$ cat src/design/ampl_pkg.sv
// Shared types and constants for the audio mixer with peak limiting.
// No dependencies; ampl_ctrl, ampl_datapath and the top module import this package.
package ampl_pkg;

    // Field widths
    localparam int SAMPLE_W   = 16;   // Q1.15 input sample
    localparam int MIX_W      = 24;   // Q9.15 mix buffer entry
    localparam int FRAC_W     = 15;
    localparam int OC_W       = 4;    // output channel register
    localparam int Q_W        = 16;   // scaled quotient, at most 32768
    localparam int DIV_CW     = 4;    // divider step counter
    localparam int CFG_IDX_W  = 1;
    localparam int CFG_DATA_W = 4;

    // Function codes
    localparam logic [1:0] FUNC_ADD    = 2'd0;
    localparam logic [1:0] FUNC_FINISH = 2'd1;
    localparam logic [1:0] FUNC_READ   = 2'd2;

    // Configuration register indexes
    localparam logic [CFG_IDX_W-1:0] CFG_AUTO_LIMIT   = 1'd0;
    localparam logic [CFG_IDX_W-1:0] CFG_OUT_CHANNELS = 1'd1;

    localparam logic [OC_W-1:0] OC_RESET = 4'd2;

    // Fixed point constants
    localparam logic [MIX_W-1:0]        ONE_Q15 = 24'd32768;
    localparam logic signed [MIX_W-1:0] SAT_HI  = 24'sh7FFFFF;
    localparam logic signed [MIX_W-1:0] SAT_LO  = 24'sh800000;

    typedef struct packed {
        logic [1:0]                 func;
        logic [2:0]                 source;
        logic [2:0]                 channel;
        logic signed [SAMPLE_W-1:0] sample;
        logic                       frame_end;
    } ampl_item_t;

    typedef struct packed {
        logic signed [MIX_W-1:0] mixed_sample;
        logic                    last_of_block;
        logic                    empty_res;
    } ampl_result_t;

    // Controller to datapath
    typedef struct packed {
        logic load_item;
        logic clear_step;
        logic add_addr;
        logic add_read;
        logic add_write;
        logic scan_step;
        logic fin_total;
        logic fin_mul;
        logic walk_step;
        logic rd_total;
        logic rd_check;
        logic div_step;
        logic out_load;
    } ampl_cmd_t;

    // Datapath to controller
    typedef struct packed {
        logic scan_last;
        logic walk_last;
        logic rd_empty;
        logic need_div;
        logic div_last;
        logic out_busy;
    } ampl_status_t;

endpackage

$ cat src/design/ampl_ctrl.sv
// Sequencer for the mixer: clear pass, add, finish and read flows.
// Depends on ampl_pkg for the command and status structs and function codes.
module ampl_ctrl
    import ampl_pkg::*;
(
    input  logic         clk,
    input  logic         rst_n,
    input  logic         in_valid,
    input  logic [1:0]   in_func,
    output logic         in_ready,
    input  ampl_status_t status,
    output ampl_cmd_t    cmd
);

    typedef enum logic [3:0] {
        CLEAR,
        IDLE,
        ADD_ADDR,
        ADD_RD,
        ADD_WR,
        FIN_SCAN,
        FIN_TOTAL,
        FIN_MUL,
        FIN_WALK,
        FIN_DRAIN,
        RD_TOTAL,
        RD_CHECK,
        RD_DIV,
        RD_OUT
    } state_t;

    state_t state_reg, state_next;

    assign in_ready = (state_reg == IDLE);

    // Next state and commands
    always_comb
    begin
        state_next = state_reg;
        cmd        = '0;
        unique case (state_reg)
            CLEAR:
            begin
                cmd.clear_step = 1'b1;
                if (status.walk_last)
                    state_next = IDLE;
            end
            IDLE:
            begin
                if (in_valid)
                begin
                    cmd.load_item = 1'b1;
                    unique case (in_func)
                        FUNC_ADD:    state_next = ADD_ADDR;
                        FUNC_FINISH: state_next = FIN_SCAN;
                        FUNC_READ:   state_next = RD_TOTAL;
                        default:     state_next = IDLE;
                    endcase
                end
            end
            ADD_ADDR:
            begin
                cmd.add_addr = 1'b1;
                state_next   = ADD_RD;
            end
            ADD_RD:
            begin
                cmd.add_read = 1'b1;
                state_next   = ADD_WR;
            end
            ADD_WR:
            begin
                cmd.add_write = 1'b1;
                state_next    = IDLE;
            end
            FIN_SCAN:
            begin
                cmd.scan_step = 1'b1;
                if (status.scan_last)
                    state_next = FIN_TOTAL;
            end
            FIN_TOTAL:
            begin
                cmd.fin_total = 1'b1;
                state_next    = FIN_MUL;
            end
            FIN_MUL:
            begin
                cmd.fin_mul = 1'b1;
                state_next  = FIN_WALK;
            end
            FIN_WALK:
            begin
                cmd.walk_step = 1'b1;
                if (status.walk_last)
                    state_next = FIN_DRAIN;
            end
            FIN_DRAIN:
            begin
                // last peak compare lands this cycle
                state_next = IDLE;
            end
            RD_TOTAL:
            begin
                cmd.rd_total = 1'b1;
                state_next   = RD_CHECK;
            end
            RD_CHECK:
            begin
                cmd.rd_check = 1'b1;
                if (!status.rd_empty && status.need_div)
                    state_next = RD_DIV;
                else
                    state_next = RD_OUT;
            end
            RD_DIV:
            begin
                cmd.div_step = 1'b1;
                if (status.div_last)
                    state_next = RD_OUT;
            end
            RD_OUT:
            begin
                if (!status.out_busy)
                begin
                    cmd.out_load = 1'b1;
                    state_next   = IDLE;
                end
            end
            default: state_next = IDLE;
        endcase
    end

    // State register
    always_ff @(posedge clk or negedge rst_n)
    begin
        if (!rst_n)
            state_reg <= CLEAR;
        else
            state_reg <= state_next;
    end

endmodule

$ cat config.mk
export PLATFORM = sky130hd
export DESIGN_NAME = ampl_ctrl
export DESIGN_NICKNAME = d
export VERILOG_FILES = /design/src/design/ampl_pkg.sv /design/src/design/ampl_ctrl.sv
export SDC_FILE = /design/constraint.sdc
export NUM_CORES = 1
export LEC_CHECK = 0
export ABC_AREA = 0
export BUFFER_PORTS_ARGS = -buffer_cell sky130_fd_sc_hd__buf_2
export CAP_MARGIN = 20
export CELL_PAD_IN_SITES_DETAIL_PLACEMENT = 1
export CELL_PAD_IN_SITES_GLOBAL_PLACEMENT = 2
export CORE_MARGIN = 1
export CORE_UTILIZATION = 20
export CTS_CLUSTER_DIAMETER = 50
export CTS_CLUSTER_SIZE = 16
export DETAILED_ROUTE_END_ITERATION = 10
export PLACE_DENSITY = 0.74
export SYNTH_ARGS = -nofsm -noshare
export SYNTH_HDL_FRONTEND = slang
export SYNTH_SLANG_ARGS = --single-unit
$ cat constraint.sdc
create_clock -name clk -period 1.83 [get_ports clk]
set_input_delay 0.2745 -clock clk [delete_from_list [all_inputs] [get_ports clk]]
set_output_delay 0.2745 -clock clk [all_outputs]
set_load 0.01 [all_outputs]
==> flow_summary.ini, run 1 <==
[setup_path]
cp_max_fo = 15
worstSetupPathType = flip-flop to output pin
end_kind = output pin
cp_top_family = flip-flops
critical_path_required_ns = 1.56
r2r-start = state_reg[2]
slowest_stage = dfrtp_1
cp.arrival_ns = 1.43
cp.buffers_inverters = 1
cp_cell_sequence = nand2b_1, nor3_1, buf_2
start_kind = flip-flop
r2r_slack_ns = 0.24
reg2reg_depth = 4
critPathMaxStageDelay_ns = 0.63
r2r_end = state_reg[0]

[synth]
ys_types = 24
ys_seq_elements = 4
yosysWarningCount = 0
ys_seq_area_frac = 0.2353
syn_inst = 60
syn_avg_cell_area_um2 = 7.090
syn_nets = 71
syn_area_um2 = 425.4

[die]
core-area_um2 = 1982
dieWidth_um = 48.12
die_y_um = 48.12
ios = 25
rows = 16
dieArea_um2 = 2316
initial_utilization = 0.2146

[detailed_routing]
drt_pass1_iterations = 2
detail-route-antenna-nets = 0
first_iter_violations = 4
drc = 0
routed-via-count = 531
viasPerCell = 4.699
wire_per_inst_um = 11.73
wl_um = 1325

[cells_and_area]
multi_input_area_um2 = 286.5
layout_common_cells = 24 x buf_2, 8 x nand2_1, 6 x nor3_1, 6 x nor2_1, 5 x a21oi_1
final_layout_size_suffix_gt1_frac = 0.3953
final_util = 0.3068
area_growth_pct = 42.94
largest_reg_flops = 4
antennaDiodeCount = 0
final_common_cell = buf_2
final_cells = 113
postLayoutCellArea_um2 = 608.1
num-fill-cells = 261
seq_area_um2 = 101.3
fin_nets = 99

[sta]
finalSetupViolCount = 0
worst_pin_slew_ns = 0.4734
clock_skew_ns = 0.003447
grt_setup_unrepaired = no
max_slew_margin = 0.6844
period_share = 0.9316
layout_min_cycle_time_ns = 1.705
slew_violations = 0
hold_viol = 0
setup_tns_ns = 0
max_freq_ghz = 0.5866

[grt]
grt_max_degree = 16
grt_pass1_wl_um = 2049
grt_pass1_vias = 455
grt_usage = 0.1270
grt_overflow = 0
antenna_found_initial = 0

[cts]
h-tree-depth = 1
cts_inserted_buffers = 3
clockBufferDepth = 2
cts.clk_slew.worst_paths_ns = 0.04
post_cts_buffers = 0
root_buffer = clkbuf_4
cts_tree = yes
clock-sinks = 4
clock_latency_ns = 0.23

[power_and_ir_drop]
p_leak_nw = 0.3050
irDropWorstVdd_uv = 667.4
power.total_mw = 0.9378
power_density_nw_per_um2 = 1542

[place]
port_buffers = 24
finalWeightedCongestion = 0.7470
dp_cells = 109
dp_hpwl_um = 1020
dpl-instance-area_um2 = 574.3

[run_status]
status = complete, no violations

[run]
drv_cap = 0

[worst_hold_path]
hold_class = primary input to async pin
==> kinds of logic (layout without fill, tap and decap cells) <==
| family | Yosys count | after routing | synth area share |
|---|---|---|---|
| buffers and inverters | 9 | 35 | 0.09116 |
| AND/OR/NAND/NOR | 31 | 31 | 0.3735 |
| flip-flops | 4 | 4 | 0.2353 |
| AO/OA/AOI/OAI | 15 | 15 | 0.2647 |
| multiplexers | 1 | 1 | 0.03528 |
==> area by class of cell <==
cell class,instances,share of cell area
Multi-Input combinational cell,47,0.4712
Sequential cell,4,0.1667
Timing Repair Buffer,27,0.2387
Tap cell,27,0.05556
Clock buffer,3,0.03704
Inverter,5,0.03086
==> through the flow <==
| step | hold slack, ns | worst slack, ns |
|---|---|---|
| 5_1_grt | 0.3836 | 0.02231 |
| 4_1_cts | 0.3714 | 0.1058 |
| 3_3_place_gp | 0.08187 | 0.2851 |
| 6_report | 0.3765 | 0.1251 |
| 2_1_floorplan | -0.02109 | 0.3566 |
| 3_5_place_dp | 0.08405 | 0.2472 |
==> per-layer routing <==
layer	up-vias	wire length, um	global-route usage
li1	266	-	-
met1	255	603	0.1745
met2	10	670	0.1973
met3	0	51	0.02222
met4	0	0	0.05000
met5	-	0	0
==> Yosys cell counts <==
cell	count	area share
a21oi_2	1	0.021
inv_1	4	0.035
dfrtp_1	4	0.24
buf_2	4	0.047
nor4_1	1	0.015
nand2b_1	3	0.044
nand4bb_1	1	0.026
o32ai_2	1	0.038
a21oi_1	5	0.059
nand2_1	8	0.071
a31o_1	1	0.021
nor2b_1	3	0.044
nand3b_1	2	0.035
o221ai_1	1	0.021
nor2_1	6	0.053
o21a_1	1	0.018
o2bb2ai_1	1	0.021
o22ai_1	1	0.015
and2_1	1	0.015
mux2_4	1	0.035
o31ai_1	1	0.018
o211ai_1	2	0.035
inv_2	1	0.0088
nor3_1	6	0.071
==> worst max path at each step <==
stage                            start  cells past startpoint  slack (ns)            to
after detailed placement  state_reg[2]                      4        0.25  state_reg[0]
final                     state_reg[2]                      3        0.13        cmd[8]
after global placement    state_reg[2]                      4        0.29  state_reg[0]
after floorplan           state_reg[1]                      5        0.36       cmd[12]
after CTS                 state_reg[2]                      3        0.11        cmd[8]
after global routing      state_reg[2]                      3        0.02        cmd[8]
==> where the power goes <==
part	switching [mW]	total [mW]	leakage [nW]	internal, mW
clock network	0.0354	0.109	0.0138	0.0733
logic	0.295	0.565	0.243	0.270
registers	0.134	0.264	0.0484	0.130
==> timing repair <==
action / CTS / global route
endpoints found under the setup margin: 0 / 1
hold buffers: 1 / 0
resized for setup: 0 / 1
hold endpoints to repair: 4 / 0
Power figures use the tool's default switching activity.
==> inputs of run 2 (changes only) <==
--- a/config.mk
+++ b/config.mk
@@ -11,11 +11,11 @@
 export CELL_PAD_IN_SITES_DETAIL_PLACEMENT = 1
 export CELL_PAD_IN_SITES_GLOBAL_PLACEMENT = 2
 export CORE_MARGIN = 1
-export CORE_UTILIZATION = 20
+export CORE_UTILIZATION = 18
 export CTS_CLUSTER_DIAMETER = 50
 export CTS_CLUSTER_SIZE = 16
 export DETAILED_ROUTE_END_ITERATION = 10
-export PLACE_DENSITY = 0.74
+export PLACE_DENSITY = 0.71
 export SYNTH_ARGS = -nofsm -noshare
 export SYNTH_HDL_FRONTEND = slang
 export SYNTH_SLANG_ARGS = --single-unit
==> constraint.sdc (replaced) <==
create_clock -name clk -period 1.5 [get_ports clk]
set_input_delay 0.225 -clock clk [delete_from_list [all_inputs] [get_ports clk]]
set_output_delay 0.225 -clock clk [all_outputs]
set_load 0.01 [all_outputs]
==> run 2 against run 1 <==
  * The run now ends with negative setup slack left
  * Die area increased by 11%
  * Total power increased by 110%
  * Sequential cell count unchanged
  * Clock-buffer cell count unchanged
  * Sequential share of layout area decreased by 5.4 points
  * Critical path depth increased by 1
  * Register-to-register slack got worse by 0.23 ns
  * Hold slack got worse by 0.079 ns
  * Sequential power decreased by 7%
  * Non-clock buffer count increased by 22
  * Design area increased by 53%
  * Routed wire length increased by 52%
  * Critical endpoint is now cmd[10]
  * Largest power group unchanged
==> flow_summary.ini, run 2 (synthesis results as in run 1) <==
[sta]
slew_violations = 0
whs_ns = 0.2975
clock_skew_ns = 0.01271
setup_slack_ns = -0.01665
finalSetupViolCount = 1
max_freq_ghz = 0.6593
max_slew_margin = 0.8177
hold_viol = 0
layout_min_cycle_time_ns = 1.517
grt_setup_unrepaired = yes
period_share = 1.011
setup_tns_ns = -0.01665
worst_pin_slew_ns = 0.2735

[detailed_routing]
wl_um = 2008
drt_pass1_iterations = 4
detail-route-antenna-nets = 0
routed-via-count = 639
first_iter_violations = 5
viasPerCell = 4.699
wire_per_inst_um = 14.76
drc = 0

[setup_path]
critical_path_required_ns = 1.27
slowest_stage = dfrtp_2
cp_top_family = flip-flops
worstSetupPathType = flip-flop to output pin
critPathMaxStageDelay_ns = 0.44
cp.buffers_inverters = 2
start_kind = flip-flop
end_kind = output pin
cp_max_fo = 6
cp_cell_sequence = buf_6, nand2b_4, nor3_2, buf_2
cp.arrival_ns = 1.29

[run_status]
status = finished, violations left
violations = negative setup slack

[cells_and_area]
postLayoutCellArea_um2 = 933.4
num-fill-cells = 270
fin_nets = 121
area_growth_pct = 119.4
antennaDiodeCount = 0
final_common_cell = buf_2
largest_reg_flops = 4
layout_common_cells = 25 x buf_2, 16 x buf_4
final_layout_size_suffix_gt1_frac = 0.7130

[place]
finalWeightedCongestion = 0.7677
pre_cts_slack_ns = 0.07967
dp_hpwl_um = 1128
dpl-instance-area_um2 = 625.6
port_buffers = 24

[die]
dieArea_um2 = 2562
core-area_um2 = 2212
dieWidth_um = 50.62
die_y_um = 50.62
initial_utilization = 0.1923
rows = 17
ios = 25

[grt]
grt_usage = 0.1379
grt_overflow = 0
antenna_found_initial = 0
grt_max_degree = 12
grt_pass1_vias = 596
grt_pass1_wl_um = 2635

[cts]
clock-sinks = 4
cts_inserted_buffers = 3
root_buffer = clkbuf_4
cts_tree = yes
clockBufferDepth = 2
clock_latency_ns = 0.26
h-tree-depth = 1
cts.clk_slew.worst_paths_ns = 0.05

[run]
drv_cap = 0

[power_and_ir_drop]
irDropWorstVdd_uv = 787.5
p_leak_nw = 0.4505
power_density_nw_per_um2 = 2115

[worst_hold_path]
hold_class = primary input to async pin
==> run 2: worst paths after layout <==
kind                               from  slack (ns)      endpoint  depth (start not counted)
max reg2reg                state_reg[0]        0.01  state_reg[0]                          5
max in group asynchronous         rst_n        1.06  state_reg[2]                          2
min reg2reg                state_reg[0]        0.73  state_reg[0]                          2
min                               rst_n        0.30  state_reg[1]                          2
max                        state_reg[0]       -0.02       cmd[10]                          4
min in group clk              status[0]        0.37  state_reg[3]                          3
==> run 2: area by class of cell <==
class	count	area, um^2	share of cell area
multi-input combinational	47	407.9	0.4370
timing repair buffer	49	339.1	0.3633
sequential	4	105.1	0.1126
tap	28	35.03	0.03753
inverter	5	23.77	0.02547
clock buffer	3	22.52	0.02413
==> run 2: layer usage <==
layer / share of wire / vias to the layer above / track usage
li1: - / 309 / -
met1: 0.39 / 313 / 0.1634
met2: 0.57 / 15 / 0.2400
met3: 0.025 / 2 / 0.009091
met4: 0.017 / 0 / 0.08333
met5: 0 / - / 0
==> run 2: report_power, final <==
| part | total (mW) | switching (mW) | leakage [nW] | internal [mW] |
|---|---|---|---|---|
| combinational | 1.58 | 0.757 | 0.392 | 0.820 |
| sequential | 0.246 | 0.0788 | 0.0445 | 0.167 |
| clock | 0.152 | 0.0613 | 0.0138 | 0.0906 |
==> run 2: what timing repair did <==
item,CTS,global route
resized for setup,11,24
hold endpoints to repair,4,0
hold buffers,1,0
cloned,0,2
pin swaps,1,6
endpoints found under the setup margin,9,14
setup buffers,3,12
==> run 2: through the flow <==
step | utilization | instances | power (mW)
2_1_floorplan | - | 60 | 0.7844
3_3_place_gp | 0.2828 | 115 | 1.143
3_5_place_dp | 0.2828 | 115 | 1.144
4_1_cts | 0.3275 | 122 | 1.443
5_1_grt | 0.4219 | 136 | 2.120
6_report | 0.4219 | 136 | 1.975
